[config.mk]
export PLATFORM = sky130hd
export DESIGN_NAME = m68k_opcode_length_decoder
export DESIGN_NICKNAME = d
export VERILOG_FILES = /design/src/hdl/m68k_old_pkg.sv /design/src/hdl/m68k_opcode_length_decoder.sv
export SDC_FILE = /design/constraint.sdc
export NUM_CORES = 1
export LEC_CHECK = 0
export BUFFER_PORTS_ARGS = -buffer_cell sky130_fd_sc_hd__buf_2
export CORE_MARGIN = 4
export CORE_UTILIZATION = 45
export CTS_CLUSTER_DIAMETER = 120
export CTS_CLUSTER_SIZE = 16
export DETAILED_ROUTE_END_ITERATION = 10
export PLACE_DENSITY = 0.67
export SLEW_MARGIN = 20
export SYNTH_ARGS = -nofsm -noshare
export SYNTH_HDL_FRONTEND = slang
export SYNTH_SLANG_ARGS = --single-unit
[constraint.sdc]
create_clock -name clk -period 3.4 [get_ports clk]
set_clock_uncertainty 0.1 [all_clocks]
set_input_delay 0.68 -clock clk [delete_from_list [all_inputs] [get_ports clk]]
set_output_delay 0.68 -clock clk [all_outputs]
set_load 0.05 [all_outputs]
[src/hdl/m68k_old_pkg.sv]
// Package for the 68000 opcode length decoder: transfer structs, operation
// numbers, size codes, opcode masks and the effective-address word count.
// Depends on nothing; used by hdl/m68k_opcode_length_decoder.sv.
package m68k_old_pkg;

    typedef struct packed {
        logic [15:0] opcode_word;
        logic [15:0] ext_word_one;
        logic [15:0] ext_word_two;
    } m68k_old_cmd_t;

    typedef struct packed {
        logic               recognized;
        logic [5:0]         op_id;
        logic [1:0]         size_code;
        logic [2:0]         length_words;
        logic               has_displacement;
        logic signed [31:0] branch_disp;
    } m68k_old_result_t;

    // Operand size codes.
    localparam logic [1:0] SZ_NONE = 2'd0;
    localparam logic [1:0] SZ_BYTE = 2'd1;
    localparam logic [1:0] SZ_WORD = 2'd2;
    localparam logic [1:0] SZ_LONG = 2'd3;

    // Operation numbers in decode-tree order.
    localparam logic [5:0] OP_NONE    = 6'd0;
    localparam logic [5:0] OP_ORI     = 6'd1;
    localparam logic [5:0] OP_SUBI    = 6'd2;
    localparam logic [5:0] OP_ADDI    = 6'd3;
    localparam logic [5:0] OP_MOVE_B  = 6'd4;
    localparam logic [5:0] OP_MOVEA_L = 6'd5;
    localparam logic [5:0] OP_MOVE_L  = 6'd6;
    localparam logic [5:0] OP_MOVEA_W = 6'd7;
    localparam logic [5:0] OP_MOVE_W  = 6'd8;
    localparam logic [5:0] OP_CLR     = 6'd9;
    localparam logic [5:0] OP_LEA     = 6'd10;
    localparam logic [5:0] OP_RTR     = 6'd11;
    localparam logic [5:0] OP_NOP     = 6'd12;
    localparam logic [5:0] OP_RTS     = 6'd13;
    localparam logic [5:0] OP_JMP     = 6'd14;
    localparam logic [5:0] OP_NOT     = 6'd15;
    localparam logic [5:0] OP_TRAP    = 6'd16;
    localparam logic [5:0] OP_DBHI    = 6'd17;
    localparam logic [5:0] OP_SUBQ    = 6'd31;
    localparam logic [5:0] OP_ADDQ    = 6'd32;
    localparam logic [5:0] OP_BRA     = 6'd33;
    localparam logic [5:0] OP_BHI     = 6'd34;
    localparam logic [5:0] OP_MOVEQ   = 6'd48;
    localparam logic [5:0] OP_OR      = 6'd49;
    localparam logic [5:0] OP_SUBX    = 6'd50;
    localparam logic [5:0] OP_SUBA    = 6'd51;
    localparam logic [5:0] OP_SUB     = 6'd52;
    localparam logic [5:0] OP_CMP     = 6'd53;
    localparam logic [5:0] OP_MULU    = 6'd54;
    localparam logic [5:0] OP_MULS    = 6'd55;
    localparam logic [5:0] OP_ADD     = 6'd56;
    localparam logic [5:0] OP_ADDX    = 6'd57;
    localparam logic [5:0] OP_ADDA    = 6'd58;

    // Condition codes that need special handling.
    localparam logic [3:0] CC_TRUE  = 4'h0;
    localparam logic [3:0] CC_FALSE = 4'h1;
    localparam logic [3:0] CC_HI    = 4'h2;

    // Opcode masks and match patterns.
    localparam logic [15:0] MASK_HI_BYTE  = 16'hFF00;
    localparam logic [15:0] MASK_OPMODE   = 16'h01C0;
    localparam logic [15:0] MASK_LEA      = 16'hF1C0;
    localparam logic [15:0] MASK_DBCC     = 16'hF0F8;
    localparam logic [15:0] MASK_QUICK    = 16'hF100;
    localparam logic [15:0] MASK_SUBX     = 16'hF130;
    localparam logic [15:0] MASK_JMP      = 16'hFFC0;
    localparam logic [15:0] MASK_TRAP     = 16'hFFF0;
    localparam logic [15:0] MASK_ADDX     = 16'hD100;
    localparam logic [15:0] PAT_ORI       = 16'h0000;
    localparam logic [15:0] PAT_SUBI      = 16'h0400;
    localparam logic [15:0] PAT_ADDI      = 16'h0600;
    localparam logic [15:0] PAT_MOVEA     = 16'h0040;
    localparam logic [15:0] PAT_CLR       = 16'h4200;
    localparam logic [15:0] PAT_LEA       = 16'h41C0;
    localparam logic [15:0] PAT_RTR       = 16'h4E77;
    localparam logic [15:0] PAT_NOP       = 16'h4E71;
    localparam logic [15:0] PAT_RTS       = 16'h4E75;
    localparam logic [15:0] PAT_JMP       = 16'h4E00;
    localparam logic [15:0] PAT_NOT       = 16'h4600;
    localparam logic [15:0] PAT_TRAP      = 16'h4E40;
    localparam logic [15:0] PAT_DBCC      = 16'h50C8;
    localparam logic [15:0] PAT_SUBQ      = 16'h5100;
    localparam logic [15:0] PAT_MOVEQ     = 16'h7000;
    localparam logic [15:0] PAT_SUBX      = 16'h9100;
    localparam logic [15:0] PAT_MULU      = 16'hC0C0;
    localparam logic [15:0] PAT_MULS      = 16'hC1C0;
    localparam logic [15:0] PAT_ADDX      = 16'hD100;

    // Effective-address modes and the mode-7 registers that matter.
    localparam logic [2:0] EA_MODE_DISP  = 3'd5;
    localparam logic [2:0] EA_MODE_INDEX = 3'd6;
    localparam logic [2:0] EA_MODE_EXT   = 3'd7;
    localparam logic [2:0] EA_REG_ABS_W  = 3'd0;
    localparam logic [2:0] EA_REG_IMM    = 3'd4;

    // Branch low-byte markers.
    localparam logic [7:0] BR_WORD = 8'h00;
    localparam logic [7:0] BR_LONG = 8'hFF;

    // Size field of the opcode to size code; the reserved value gives none.
    function automatic logic [1:0] size_from_field(input logic [1:0] f);
        logic [1:0] code;
        code = (f == 2'd3) ? SZ_NONE : f + 2'd1;
        return code;
    endfunction

    // Extension words that an effective address adds, for an operand size.
    function automatic logic [1:0] ea_words(input logic [2:0] mode, input logic [2:0] rn,
                                            input logic [1:0] sz);
        logic [1:0] words;
        words = 2'd0;
        if (mode == EA_MODE_DISP || mode == EA_MODE_INDEX) begin
            words = 2'd1;
        end else if (mode == EA_MODE_EXT) begin
            if (rn == EA_REG_ABS_W) begin
                words = 2'd1;
            end else if (rn == EA_REG_IMM) begin
                if (sz == SZ_LONG) begin
                    words = 2'd2;
                end else if (sz == SZ_NONE) begin
                    words = 2'd0;
                end else begin
                    words = 2'd1;
                end
            end else begin
                words = 2'd2;
            end
        end
        return words;
    endfunction

endpackage

[src/hdl/m68k_opcode_length_decoder.sv]
// Top level of the 68000 opcode length decoder: input register, decode tree
// and result register. Depends on hdl/m68k_old_pkg.sv.
//
//  Channel   Signals                      Direction  Transfer when
//  command   start, busy, cmd             in         start high and busy low at clk rise
//  result    done, result                 out        every cycle in which done is high
//
// Each transfer is captured in an input register; the decode tree sits between
// that register and the result register, so each command passes through both
// registers before its result appears, and done marks each result.
// One command is taken every cycle: busy is always low, and the rate is set by
// the single decode pass between the two registers.
// Reset clears the valid flags of both stages; payload registers are not reset.
// The receiver cannot stall, so no result ever waits and nothing is dropped.
module m68k_opcode_length_decoder (
    input  logic                            clk,
    input  logic                            rst_n,
    input  logic                            start,
    output logic                            busy,
    input  m68k_old_pkg::m68k_old_cmd_t     cmd,
    output logic                            done,
    output m68k_old_pkg::m68k_old_result_t  result
);

    m68k_old_pkg::m68k_old_cmd_t    cmd_reg;
    logic                           valid_reg;
    m68k_old_pkg::m68k_old_result_t result_reg;
    m68k_old_pkg::m68k_old_result_t result_next;
    logic                           done_reg;

    // Decode is combinational and never stalls, so the block never holds commands off.
    assign busy   = 1'b0;
    assign done   = done_reg;
    assign result = result_reg;

    // Stage one: capture the command words on a transfer.
    always_ff @(posedge clk or negedge rst_n)
    begin
        if (!rst_n) begin
            valid_reg <= 1'b0;
        end else begin
            valid_reg <= start && !busy;
        end
    end

    always_ff @(posedge clk)
    begin
        if (start && !busy) begin
            cmd_reg <= cmd;
        end
    end

    // Decode tree. The top nibble picks the instruction line; within each
    // line the tests run in priority order and the first match wins.
    always_comb
    begin
        logic [15:0] op;
        logic [2:0]  sm;
        logic [2:0]  sr;
        logic [2:0]  dm;
        logic [2:0]  dr;
        logic [1:0]  sf;
        logic [3:0]  cc;
        logic [5:0]  id;
        logic [1:0]  sc;
        logic [2:0]  len;
        logic        hd;
        logic [31:0] disp;

        op   = cmd_reg.opcode_word;
        sm   = op[5:3];
        sr   = op[2:0];
        dm   = op[8:6];
        dr   = op[11:9];
        sf   = op[7:6];
        cc   = op[11:8];
        id   = m68k_old_pkg::OP_NONE;
        sc   = m68k_old_pkg::SZ_NONE;
        len  = 3'd1;
        hd   = 1'b0;
        disp = 32'd0;

        case (op[15:12])
            4'h0:
            begin
                if ((op & m68k_old_pkg::MASK_HI_BYTE) == m68k_old_pkg::PAT_ORI) begin
                    id = m68k_old_pkg::OP_ORI;
                    sc = m68k_old_pkg::size_from_field(sf);
                    if (sc != m68k_old_pkg::SZ_NONE) begin
                        len = len + {1'b0, m68k_old_pkg::ea_words(sm, sr, sc)};
                    end
                end else if ((op & m68k_old_pkg::MASK_HI_BYTE) == m68k_old_pkg::PAT_SUBI) begin
                    id = m68k_old_pkg::OP_SUBI;
                    sc = m68k_old_pkg::size_from_field(sf);
                    if (sc != m68k_old_pkg::SZ_NONE) begin
                        // The immediate itself takes two words for a long operand.
                        len = len + ((sc == m68k_old_pkg::SZ_LONG) ? 3'd2 : 3'd1)
                              + {1'b0, m68k_old_pkg::ea_words(sm, sr, sc)};
                    end
                end else if ((op & m68k_old_pkg::MASK_HI_BYTE) == m68k_old_pkg::PAT_ADDI) begin
                    id  = m68k_old_pkg::OP_ADDI;
                    len = len + {1'b0, m68k_old_pkg::ea_words(sm, sr, m68k_old_pkg::SZ_BYTE)};
                end
            end
            4'h1:
            begin
                id  = m68k_old_pkg::OP_MOVE_B;
                sc  = m68k_old_pkg::SZ_BYTE;
                len = len + {1'b0, m68k_old_pkg::ea_words(sm, sr, m68k_old_pkg::SZ_BYTE)}
                      + {1'b0, m68k_old_pkg::ea_words(dm, dr, m68k_old_pkg::SZ_BYTE)};
            end
            4'h2:
            begin
                sc = m68k_old_pkg::SZ_LONG;
                if ((op & m68k_old_pkg::MASK_OPMODE) == m68k_old_pkg::PAT_MOVEA) begin
                    id  = m68k_old_pkg::OP_MOVEA_L;
                    len = len + {1'b0, m68k_old_pkg::ea_words(sm, sr, m68k_old_pkg::SZ_LONG)};
                end else begin
                    id  = m68k_old_pkg::OP_MOVE_L;
                    len = len + {1'b0, m68k_old_pkg::ea_words(sm, sr, m68k_old_pkg::SZ_LONG)}
                          + {1'b0, m68k_old_pkg::ea_words(dm, dr, m68k_old_pkg::SZ_LONG)};
                end
            end
            4'h3:
            begin
                sc = m68k_old_pkg::SZ_WORD;
                if ((op & m68k_old_pkg::MASK_OPMODE) == m68k_old_pkg::PAT_MOVEA) begin
                    // movea.w counts its source words as a byte operand does.
                    id  = m68k_old_pkg::OP_MOVEA_W;
                    len = len + {1'b0, m68k_old_pkg::ea_words(sm, sr, m68k_old_pkg::SZ_BYTE)};
                end else begin
                    id  = m68k_old_pkg::OP_MOVE_W;
                    len = len + {1'b0, m68k_old_pkg::ea_words(sm, sr, m68k_old_pkg::SZ_WORD)}
                          + {1'b0, m68k_old_pkg::ea_words(dm, dr, m68k_old_pkg::SZ_WORD)};
                end
            end
            4'h4:
            begin
                if ((op & m68k_old_pkg::MASK_HI_BYTE) == m68k_old_pkg::PAT_CLR) begin
                    id = m68k_old_pkg::OP_CLR;
                    sc = m68k_old_pkg::size_from_field(sf);
                    if (sc != m68k_old_pkg::SZ_NONE) begin
                        len = len + {1'b0, m68k_old_pkg::ea_words(sm, sr, sc)};
                    end
                end else if ((op & m68k_old_pkg::MASK_LEA) == m68k_old_pkg::PAT_LEA) begin
                    id  = m68k_old_pkg::OP_LEA;
                    len = len + {1'b0, m68k_old_pkg::ea_words(sm, sr, m68k_old_pkg::SZ_BYTE)};
                end else if (op == m68k_old_pkg::PAT_RTR) begin
                    id = m68k_old_pkg::OP_RTR;
                end else if (op == m68k_old_pkg::PAT_NOP) begin
                    id = m68k_old_pkg::OP_NOP;
                end else if (op == m68k_old_pkg::PAT_RTS) begin
                    id = m68k_old_pkg::OP_RTS;
                end else if ((op & m68k_old_pkg::MASK_JMP) == m68k_old_pkg::PAT_JMP) begin
                    id  = m68k_old_pkg::OP_JMP;
                    len = len + {1'b0, m68k_old_pkg::ea_words(sm, sr, m68k_old_pkg::SZ_BYTE)};
                end else if (op == m68k_old_pkg::PAT_NOT) begin
                    id = m68k_old_pkg::OP_NOT;
                end else if ((op & m68k_old_pkg::MASK_TRAP) == m68k_old_pkg::PAT_TRAP) begin
                    id = m68k_old_pkg::OP_TRAP;
                end
            end
            4'h5:
            begin
                if ((op & m68k_old_pkg::MASK_DBCC) == m68k_old_pkg::PAT_DBCC) begin
                    // DBT and DBF are left unrecognized.
                    if (cc >= m68k_old_pkg::CC_HI) begin
                        id  = m68k_old_pkg::OP_DBHI + {2'b00, cc - m68k_old_pkg::CC_HI};
                        len = 3'd2;
                    end
                end else if ((op & m68k_old_pkg::MASK_QUICK) == m68k_old_pkg::PAT_SUBQ) begin
                    id  = m68k_old_pkg::OP_SUBQ;
                    len = len + {1'b0, m68k_old_pkg::ea_words(sm, sr, m68k_old_pkg::SZ_BYTE)};
                end else begin
                    id = m68k_old_pkg::OP_ADDQ;
                    sc = m68k_old_pkg::size_from_field(sf);
                    if (sc != m68k_old_pkg::SZ_NONE) begin
                        len = len + {1'b0, m68k_old_pkg::ea_words(sm, sr, sc)};
                    end
                end
            end
            4'h6:
            begin
                // The BSR encoding is left unrecognized.
                if (cc != m68k_old_pkg::CC_FALSE) begin
                    id = (cc == m68k_old_pkg::CC_TRUE) ? m68k_old_pkg::OP_BRA
                         : m68k_old_pkg::OP_BHI + {2'b00, cc - m68k_old_pkg::CC_HI};
                    hd = 1'b1;
                    if (op[7:0] == m68k_old_pkg::BR_WORD) begin
                        sc   = m68k_old_pkg::SZ_WORD;
                        len  = 3'd2;
                        disp = {{16{cmd_reg.ext_word_one[15]}}, cmd_reg.ext_word_one};
                    end else if (op[7:0] == m68k_old_pkg::BR_LONG) begin
                        sc   = m68k_old_pkg::SZ_LONG;
                        len  = 3'd3;
                        disp = {cmd_reg.ext_word_one, cmd_reg.ext_word_two};
                    end else begin
                        disp = {{24{op[7]}}, op[7:0]};
                    end
                end
            end
            4'h7:
            begin
                if ((op & m68k_old_pkg::MASK_QUICK) == m68k_old_pkg::PAT_MOVEQ) begin
                    id = m68k_old_pkg::OP_MOVEQ;
                end
            end
            4'h8:
            begin
                id  = m68k_old_pkg::OP_OR;
                len = len + {1'b0, m68k_old_pkg::ea_words(sm, sr, m68k_old_pkg::SZ_BYTE)};
            end
            4'h9:
            begin
                if ((op & m68k_old_pkg::MASK_SUBX) == m68k_old_pkg::PAT_SUBX) begin
                    id = m68k_old_pkg::OP_SUBX;
                end else if (dm inside {3'd3, 3'd7}) begin
                    id  = m68k_old_pkg::OP_SUBA;
                    len = len + {1'b0, m68k_old_pkg::ea_words(sm, sr, m68k_old_pkg::SZ_BYTE)};
                end else begin
                    id = m68k_old_pkg::OP_SUB;
                    sc = m68k_old_pkg::size_from_field(dm[1:0]);
                    if (sc != m68k_old_pkg::SZ_NONE) begin
                        len = len + {1'b0, m68k_old_pkg::ea_words(sm, sr, sc)};
                    end
                end
            end
            4'hB:
            begin
                id = m68k_old_pkg::OP_CMP;
                sc = m68k_old_pkg::size_from_field(sf);
                if (sc != m68k_old_pkg::SZ_NONE) begin
                    len = len + {1'b0, m68k_old_pkg::ea_words(sm, sr, sc)};
                end
            end
            4'hC:
            begin
                if ((op & m68k_old_pkg::MASK_LEA) == m68k_old_pkg::PAT_MULU) begin
                    id = m68k_old_pkg::OP_MULU;
                    sc = m68k_old_pkg::SZ_WORD;
                end else if ((op & m68k_old_pkg::MASK_LEA) == m68k_old_pkg::PAT_MULS) begin
                    id = m68k_old_pkg::OP_MULS;
                    sc = m68k_old_pkg::SZ_WORD;
                end else begin
                    id = m68k_old_pkg::OP_ADD;
                end
                len = len + {1'b0, m68k_old_pkg::ea_words(sm, sr, m68k_old_pkg::SZ_BYTE)};
            end
            4'hD:
            begin
                if ((op & m68k_old_pkg::MASK_ADDX) == m68k_old_pkg::PAT_ADDX) begin
                    id = m68k_old_pkg::OP_ADDX;
                end else begin
                    id  = m68k_old_pkg::OP_ADDA;
                    len = len + {1'b0, m68k_old_pkg::ea_words(sm, sr, m68k_old_pkg::SZ_BYTE)};
                end
            end
            default:
            begin
                id = m68k_old_pkg::OP_NONE;
            end
        endcase

        result_next.recognized       = (id != m68k_old_pkg::OP_NONE);
        result_next.op_id            = id;
        result_next.size_code        = sc;
        result_next.length_words     = len;
        result_next.has_displacement = hd;
        result_next.branch_disp      = disp;
    end

    // Stage two: register the decoded result and raise done with it.
    always_ff @(posedge clk or negedge rst_n)
    begin
        if (!rst_n) begin
            done_reg <= 1'b0;
        end else begin
            done_reg <= valid_reg;
        end
    end

    always_ff @(posedge clk)
    begin
        if (valid_reg) begin
            result_reg <= result_next;
        end
    end

    // Every captured command yields exactly one result on the next cycle.
    assert property (@(posedge clk) disable iff (!rst_n)
        valid_reg |=> done)
        else $error("captured command did not produce a result");

    // A command transfer shows up as a result after the input and result registers.
    assert property (@(posedge clk) disable iff (!rst_n)
        start && !busy |=> ##1 done)
        else $error("result missing two cycles after command transfer");

    // Length is always between one and five words.
    assert property (@(posedge clk) disable iff (!rst_n)
        done |-> (result.length_words >= 3'd1 && result.length_words <= 3'd5))
        else $error("instruction length out of range");

    // An unrecognized opcode reports no operation, no size and a single word.
    assert property (@(posedge clk) disable iff (!rst_n)
        done && !result.recognized |-> (result.op_id == m68k_old_pkg::OP_NONE
            && result.size_code == m68k_old_pkg::SZ_NONE && result.length_words == 3'd1
            && !result.has_displacement))
        else $error("unrecognized opcode with non-default result fields");

    // Only branches carry a displacement.
    assert property (@(posedge clk) disable iff (!rst_n)
        done && !result.has_displacement |-> result.branch_disp == 32'sd0)
        else $error("displacement reported for a non-branch");

endmodule
**Word level (Yosys, flattened, before mapping)**

Index checks and enable logic that the tools add are counted.

- Flip-flop bits (word level): 95
- Input port bits: 51
- Output and inout bits: 47

- $add $sub $neg: 27
- Order comparisons: 1
- Eq/ne operators: 43
- Muxes and demuxes: 143
- Reduce and logical (&&, ||, !) cells: 13

Operators with widths:

| kind | number |
|---|---|
| $mux 2 | 95 |
| $pmux 6 s13 | 1 |
| $mux 3 | 24 |
| $eq 16x15->1 const B | 4 |
| $mux 32 | 2 |
| $add 1x2->3 const A | 19 |
| $mux 5 | 8 |
| $mux 6 | 6 |
| $pmux 3 s12 | 1 |
| $eq 3x3->1 const B | 8 |
| $eq 4x4->1 const B | 6 |
| $eq 7x7->1 const B | 3 |
| $pmux 2 s10 | 1 |
| $eq 4x3->1 const B | 4 |
| $eq 8x3->1 const B | 2 |
| $logic_not 16->1 | 1 |
| $add 3x2->3 | 4 |
| $eq 12x11->1 const B | 1 |
| $mux 4 | 3 |
| $eq 10x9->1 const B | 1 |
| $eq 5x4->1 const B | 2 |
| $eq 9x8->1 const B | 1 |
| $eq 4x2->1 const B | 2 |
| $eq 8x7->1 const B | 1 |
| 21 further kinds | 27 |

**Depth between registers and ports, before layout**

Gate-level depths: netlist (run 1).

- Word-level depth: 20
- Mapped depth: 12
- Gate-level depth less buffers: 12

**Worst setup path after synthesis (run 1)**

OpenSTA, ideal clock, no wires.

- Path type: register to register
- Start point: register cmd_reg[40] (netlist bit)
- End point: register result_reg, in the netlist result[44], data pin
- Data arrival time: 2.510 ns
- Required time: 3.028 ns
- Slack: 0.519 ns
- Stages on the path, launching flop included: 10
- Path buffers: 1
- Clock period less this slack: 2.881 ns
- Cells stage by stage: edfxtp_1 clkbuf_1 inv_1 ha_1 or4_4 nand4_1 o21ai_0 nor4_1 nand3b_1 or4_1

RTL lines:

| item | RTL line | source |
|---|---|---|
| from (decl) | m68k_opcode_length_decoder.sv:25 | `m68k_old_pkg::m68k_old_cmd_t cmd_reg;` |
| from (signal assigned) | m68k_opcode_length_decoder.sv:49 | `cmd_reg <= cmd;` |
| to (signal assigned) | m68k_opcode_length_decoder.sv:285 | `result_reg <= result_next;` |
| to (decl) | m68k_opcode_length_decoder.sv:27 | `m68k_old_pkg::m68k_old_result_t result_reg;` |

==> summary.txt, run 1 <==
Outcome
  • Outcome: completed

Finish
  • Fillers: 966
  • Share of cells above drive strength 1: 26.7%
  • # diodes: 0
  • Util after Layout: 56.2%
  • Largest register FFs: 48
  • Fin nets: 633
  • Reg area: 2840 um^2
  • Synthesis-to-layout area growth: 20.8%
  • Multi-input logic area: 2040 um^2

Global routing
  • Grt ovf: 0
  • Initial antenna violation count: 0
  • Global-route wire length before repair: 21300 um
  • Number of global-route vias before repair: 4004
  • Largest net degree at the start of global routing: 47
  • Overall routing resource usage: 21.1%

Clock tree
  • Sinks on Clock Net: 95
  • # H-tree levels: 3
  • Post-CTS Setup Bufs: 0
  • # hold bufs at CTS: 0
  • CTS buffer count: 9
  • TritonCTS clock tree: built
  • Bufs on Longest Clock Path: 2
  • Clk_lat worst skew: 0.34 ns
  • CTS root buffer: clkbuf_16
  • Worst-path clk slew: 0.07 ns
  • Resize count post-CTS: 0

Detailed routing
  • Vias: 4139
  • Antenna viol nets, final: 0
  • Avg Vias per Cell: 5.86
  • Mean routed wirelength per cell: 19.2 um
  • First-pass DRT Iterations: 6
  • Final wirelength: 13500 um
  • Drt first-iter violations: 393
  • Remaining DRCs: 0

Setup path
  • Critical path class: flop to flop
  • Req. time, crit path: 3.38 ns
  • Crit path largest cell delay: 0.53 ns
  • CP Buf/Inv Count: 1
  • Slowest cell on the critical path: edfxtp_1
  • Largest fanout on the critical path: 10
  • CP arrival: 3.16 ns
  • CP Cell Sequence: inv_1 -> ha_1 -> nand2b_1 -> o31ai_1 -> nor3_1 -> a311oi_1 -> o211ai_1 -> or4_1
  • Critical Path Start Type: flop
  • Nature of the critical path endpoint: flop
  • Critical path's top delay family: compound AO/OA/AOI/OAI gates

Logic synthesis
  • Post-synth top area cell: edfxtp_1
  • Top cells by area, synth: edfxtp_1 55%, nand2_1 5.3%, ha_1 4.4%
  • Sequential fraction of the synthesis area: 55.9%
  • Synth Flop Type: edfxtp_1
  • Commonest cells post-synth: 93 x edfxtp_1, 72 x nand2_1, 28 x a21oi_1, 22 x o21ai_0, 21 x inv_1
  • Synth unique cells: 67
  • Compound-Gate Fraction of Synth Area: 15.3%
  • Mux cell area share after synthesis: 0.418%
  • Mapped Area: 5090 um^2
  • XOR/XNOR Fraction of Synth Area: 0.344%
  • Largest family of logic cells by synthesized area: simple AND/OR/NAND/NOR gates
  • Post-synthesis async set-or-reset flop share: 2.11%
  • Number of synthesized flops with an enable pin: 93
  • Syn Area/Cell: 11.1 um^2
  • Synth Instances: 457
  • Synth warn: 0
  • Synthesized-area fraction occupied by adder cells: 5.61%
  • Most common cell in the netlist: edfxtp_1
  • Simple-gate share of the synthesized area: 18.4%
  • Number of synthesized register bits: 95
  • Share of the synthesized area in the top cell type: 54.9%
  • Syn_nets: 529

Placed design
  • Hpwl dp: 9920 um
  • RePlAce Congestion: 0.978
  • PortBufs: 96

Timing
  • Period utilization: 93.5%
  • Setup TNS: 0 ns
  • Max-slew violations: 0
  • FMAX: 314 MHz
  • Min cycle time layout: 3.18 ns
  • Final hold vios: 0
  • Unrepaired setup endpoints after global routing: false
  • Worst Tran Pin Value: 1.07 ns
  • Final setup violation count: 0
  • Relative slew slack: 28.6%

Power and ir drop
  • Lkg Pwr: 2.45 nW
  • Pwr dens: 509 nW/um^2
  • Peak VDD IR: 0.317 mV

Flow run
  • Max Cap Viol: 0

Floorplanning
  • Core footprint: 10900 um^2
  • Die Area: 13100 um^2
  • Die width: 114 um
  • I/O pin count: 98
  • Starting Density: 46.5%
  • Die height: 114 um
  • Site row count: 38

Hold path
  • Worst min-delay path class: input pin to flop
[cells in the final DEF, fill, tap and decap left out, drive strengths merged, types with 3 or more instances in the layout]
cell	Yosys	layout
a211o	4	4
a211oi	4	4
a21oi	28	28
a22oi	11	11
a31oi	4	4
buf	14	121
clkbuf	15	11
edfxtp	93	93
fa	3	3
ha	18	18
inv	21	23
nand2	72	72
nand2b	9	9
nand3	11	11
nand4	5	5
nand4b	3	3
nor2	17	17
nor2b	7	7
nor3	12	12
nor3b	5	5
nor4	6	6
o211ai	5	5
o21a	3	3
o21ai	23	23
o221ai	3	3
o22ai	3	3
o311a	3	3
o31ai	7	7
o32ai	3	3
or4	4	4
or4b	4	4
[layer usage]
| metal | up-vias | wire, um | global-route usage (%) |
|---|---|---|---|
| met5 | - | 0 | 0 |
| met1 | 1964 | 5670 | 28.2 |
| li1 | 1934 | - | - |
| met4 | 0 | 267 | 6.89 |
| met3 | 24 | 1230 | 5.23 |
| met2 | 217 | 6360 | 33.8 |
[cell families (layout without fill, tap and decap cells)]
family	Yosys count	after routing
AND/OR/NAND/NOR	171	171
XOR/XNOR	2	2
multiplexers	2	2
adder cells (fa/ha/maj)	21	21
other	1	1
AO/OA/AOI/OAI	115	115
flip-flops	95	95
buffers and inverters	50	159
[worst paths after layout]
check	cells past startpoint	startpoint	slack, ns	end
setup reg to reg	8	cmd_reg[39]	0.22	result[44]
hold reg to reg	2	cmd_reg[15]	0.42	result[15]
min in group asynchronous	2	rst_n	0.54	valid_reg
setup / recovery	8	cmd_reg[39]	0.22	result[44]
max in group asynchronous	2	rst_n	2.56	valid_reg
hold / removal	1	cmd[19]	0.41	cmd_reg[19]
[metrics by stage]
step                setup slack, ns  power, mW  hold WS [ns]  area [um^2]  instances
CTS                           0.303       3.14       0.00294         6130        705
global route                 0.0857       3.25         0.399         6140        706
floorplan                     0.519       1.85         0.284         5090        457
global placement              0.406       2.03         0.364         5810        689
detailed placement            0.298       2.04         0.369         5810        689
finish                        0.220       3.13         0.412         6140        706
[layout make-up]
| class | instances | area share (%) |
|---|---|---|
| flip-flops and latches | 95 | 46.3 |
| multi-input cells | 312 | 33.2 |
| repair buffers | 122 | 11.0 |
| clock buffers | 11 | 3.95 |
| well taps | 140 | 2.85 |
| clock inverters | 5 | 1.41 |
| inverters | 21 | 1.28 |
[report_power, final]
part | total (mW) | internal, mW | switching, mW | leakage, nW
Sequential | 1.45 | 1.39 | 0.0537 | 0.922
Combinational | 0.572 | 0.173 | 0.400 | 1.36
Clock | 1.11 | 0.672 | 0.438 | 0.161
Total | 3.13 | 2.24 | 0.891 | 2.45
[worst reg2reg max path, cell delays in order (launching register included)]
cell,delay [ns]
edfxtp_1,0.53
inv_1,0.18
ha_1,0.39
nand2b_1,0.13
o31ai_1,0.51
nor3_1,0.09
a311oi_1,0.30
o211ai_1,0.17
or4_1,0.52
No activity file was read; power rests on OpenSTA's default activity.
==> inputs of run 2 (changes only) <==
- PLACE_DENSITY: 0.67 -> unset
- PLACE_DENSITY_LB_ADDON: unset -> 0.1
==> run 2 against run 1 <==
Die area unchanged. Critical path depth up 1. Worst hold slack worse by 0.0072 ns. Via count down 1.1%. Register-to-register slack better by 0.05 ns. Critical endpoint is now result[34].
==> summary.txt, run 2 (synthesis results as in run 1) <==
Floorplanning
  • I/O pin count: 98 (unchanged)
  • Die width: 114 um (unchanged)
  • Site row count: 38 (unchanged)
  • Die height: 114 um (unchanged)
  • Die Area: 13100 um^2 (unchanged)
  • Core footprint: 10900 um^2 (unchanged)
  • Starting Density: 46.5% (unchanged)

Placed design
  • PortBufs: 96 (unchanged)
  • Pre-CTS WS: 0.311 ns (was 0.298 ns)
  • Hpwl dp: 10600 um (was 9920 um)
  • RePlAce Congestion: 0.911 (was 0.978)

Setup path
  • Req. time, crit path: 3.39 ns (was 3.38 ns)
  • Nature of the critical path endpoint: flop (unchanged)
  • R2r startpoint: cmd_reg[39] (unchanged)
  • CP arrival: 3.12 ns (was 3.16 ns)
  • FF-to-FF setup slack: 0.27 ns (was 0.22 ns)
  • Crit-path most repeated cell: nand2_1
  • Critical path's top delay family: adder cells (was compound AO/OA/AOI/OAI gates)
  • Slowest cell on the critical path: ha_1 (was edfxtp_1)
  • Largest fanout on the critical path: 12 (was 10)
  • CP Cell Sequence: ha_1 -> nand2_1 -> a2111o_1 -> fa_1 -> a211oi_1 -> a21oi_1 -> nand2_1 -> nor4_1 -> nand2_1 (was inv_1 -> ha_1 -> nand2b_1 -> o31ai_1 -> nor3_1 -> a311oi_1 -> o211ai_1 -> or4_1)
  • Crit path largest cell delay: 0.56 ns (was 0.53 ns)
  • Worst R2R Path Depth: 9 (was 8)
  • CP Buf/Inv Count: 0 (was 1)
  • Worst flop-to-flop path endpoint: result[34] (was result[44])
  • Critical Path Start Type: flop (unchanged)
  • Critical path class: flop to flop (unchanged)

Finish
  • Share of cells above drive strength 1: 26.5% (was 26.7%)
  • Most common cell after layout, fill and taps aside: buf_2 (unchanged)
  • Largest register FFs: 48 (unchanged)
  • Fin nets: 633 (unchanged)
  • Synthesis-to-layout area growth: 20.7% (was 20.8%)
  • Most frequent cells in the layout: 96 x buf_2, 93 x edfxtp_1, 72 x nand2_1 (unchanged)

Global routing
  • Grt ovf: 0 (unchanged)
  • Largest net degree at the start of global routing: 47 (unchanged)
  • Global-route wire length before repair: 22100 um (was 21300 um)
  • Overall routing resource usage: 22.4% (was 21.1%)
  • Number of global-route vias before repair: 4066 (was 4004)
  • Initial antenna violation count: 1 (was 0)

Timing
  • Setup TNS: 0 ns (unchanged)
  • Final hold vios: 0 (unchanged)
  • Unrepaired setup endpoints after global routing: false (unchanged)
  • Fin worst setup slack: 0.274 ns (was 0.220 ns)
  • Max-slew violations: 0 (unchanged)
  • Min cycle time layout: 3.13 ns (was 3.18 ns)
  • WHS: 0.405 ns (was 0.412 ns)
  • Period utilization: 91.9% (was 93.5%)
  • FMAX: 320 MHz (was 314 MHz)
  • Final setup violation count: 0 (unchanged)
  • Worst Tran Pin Value: 0.852 ns (was 1.07 ns)
  • Relative slew slack: 42.4% (was 28.6%)

Power and ir drop
  • Pwr Total: 3.10 mW (was 3.13 mW)
  • Peak VDD IR: 0.312 mV (was 0.317 mV)
  • Pwr dens: 505 nW/um^2 (was 509 nW/um^2)
  • Lkg Pwr: 2.44 nW (was 2.45 nW)

Detailed routing
  • First-pass DRT Iterations: 5 (was 6)
  • Final wirelength: 14300 um (was 13500 um)
  • Mean routed wirelength per cell: 20.3 um (was 19.2 um)
  • Avg Vias per Cell: 5.79 (was 5.86)
  • Antenna viol nets, final: 0 (unchanged)
  • Remaining DRCs: 0 (unchanged)
  • Drt first-iter violations: 405 (was 393)
  • Vias: 4094 (was 4139)

Outcome
  • Outcome: completed (unchanged)

Clock tree
  • TritonCTS clock tree: built (unchanged)
  • Bufs on Longest Clock Path: 2 (unchanged)
  • Sinks on Clock Net: 95 (unchanged)
  • Clk_lat worst skew: 0.34 ns (about the same)
  • CTS buffer count: 9 (unchanged)
  • Resize count post-CTS: 0 (unchanged)
  • # H-tree levels: 3 (unchanged)
  • # hold bufs at CTS: 1 (was 0)
  • Post-CTS Setup Bufs: 0 (unchanged)
  • CTS root buffer: clkbuf_16 (unchanged)
  • Worst-path clk slew: 0.07 ns (about the same)

Flow run
  • Max Cap Viol: 0 (unchanged)

Hold path
  • Hold Path Depth: 1 (unchanged)
  • Hold worst-path end: cmd_reg[33] (was cmd_reg[19])
  • Worst hold start: cmd[33] (was cmd[19])
  • Worst min-delay path class: input pin to flop (unchanged)
[run 2: where the power goes]
| part | internal, mW | switching, mW |
|---|---|---|
| clock | 0.649 | 0.432 |
| combinational | 0.172 | 0.391 |
| sequential | 1.39 | 0.0640 |
| total | 2.21 | 0.888 |
[run 2: how the worst max path moves through the flow]
stage / depth (start not counted) / slack (ns) / start / to
6_report: 9 / 0.27 / cmd_reg[39] / result[34]
5_1_grt: 10 / 0.01 / cmd_reg[42] / result[44]
4_1_cts: 10 / 0.31 / cmd_reg[42] / result[44]
3_5_place_dp: 9 / 0.31 / cmd_reg[39] / result[34]
3_3_place_gp: 10 / 0.35 / cmd_reg[42] / result[44]
2_1_floorplan: 9 / 0.52 / cmd_reg[40] / result[44]
[run 2: per-stage QoR]
stage                     area (um^2)  instances  utilization [%]
after CTS                        6130        706             56.1
after global placement           5810        689             53.1
after global routing             6140        707             56.1
after detailed placement         5810        689             53.1
after floorplan                  5090        457                -
final                            6140        707             56.1
[run 2: layout make-up]
cell class / instances / area (um^2)
tap: 140 / 175
inverter: 21 / 78.8
antenna: 1 / 2.50
timing repair buffer: 122 / 678
sequential: 95 / 2850
clock inverter: 6 / 90.1
clock buffer: 10 / 229
multi-input combinational: 312 / 2040
fill: 993 / 4800
[run 2: per-layer routing]
metal,vias to the layer above,global-route usage (%),wire length [um]
met1,1944,28.1,5780
met3,45,4.86,951
li1,1936,-,-
met2,169,36.1,7010
met5,-,0,0
met4,0,11.9,588
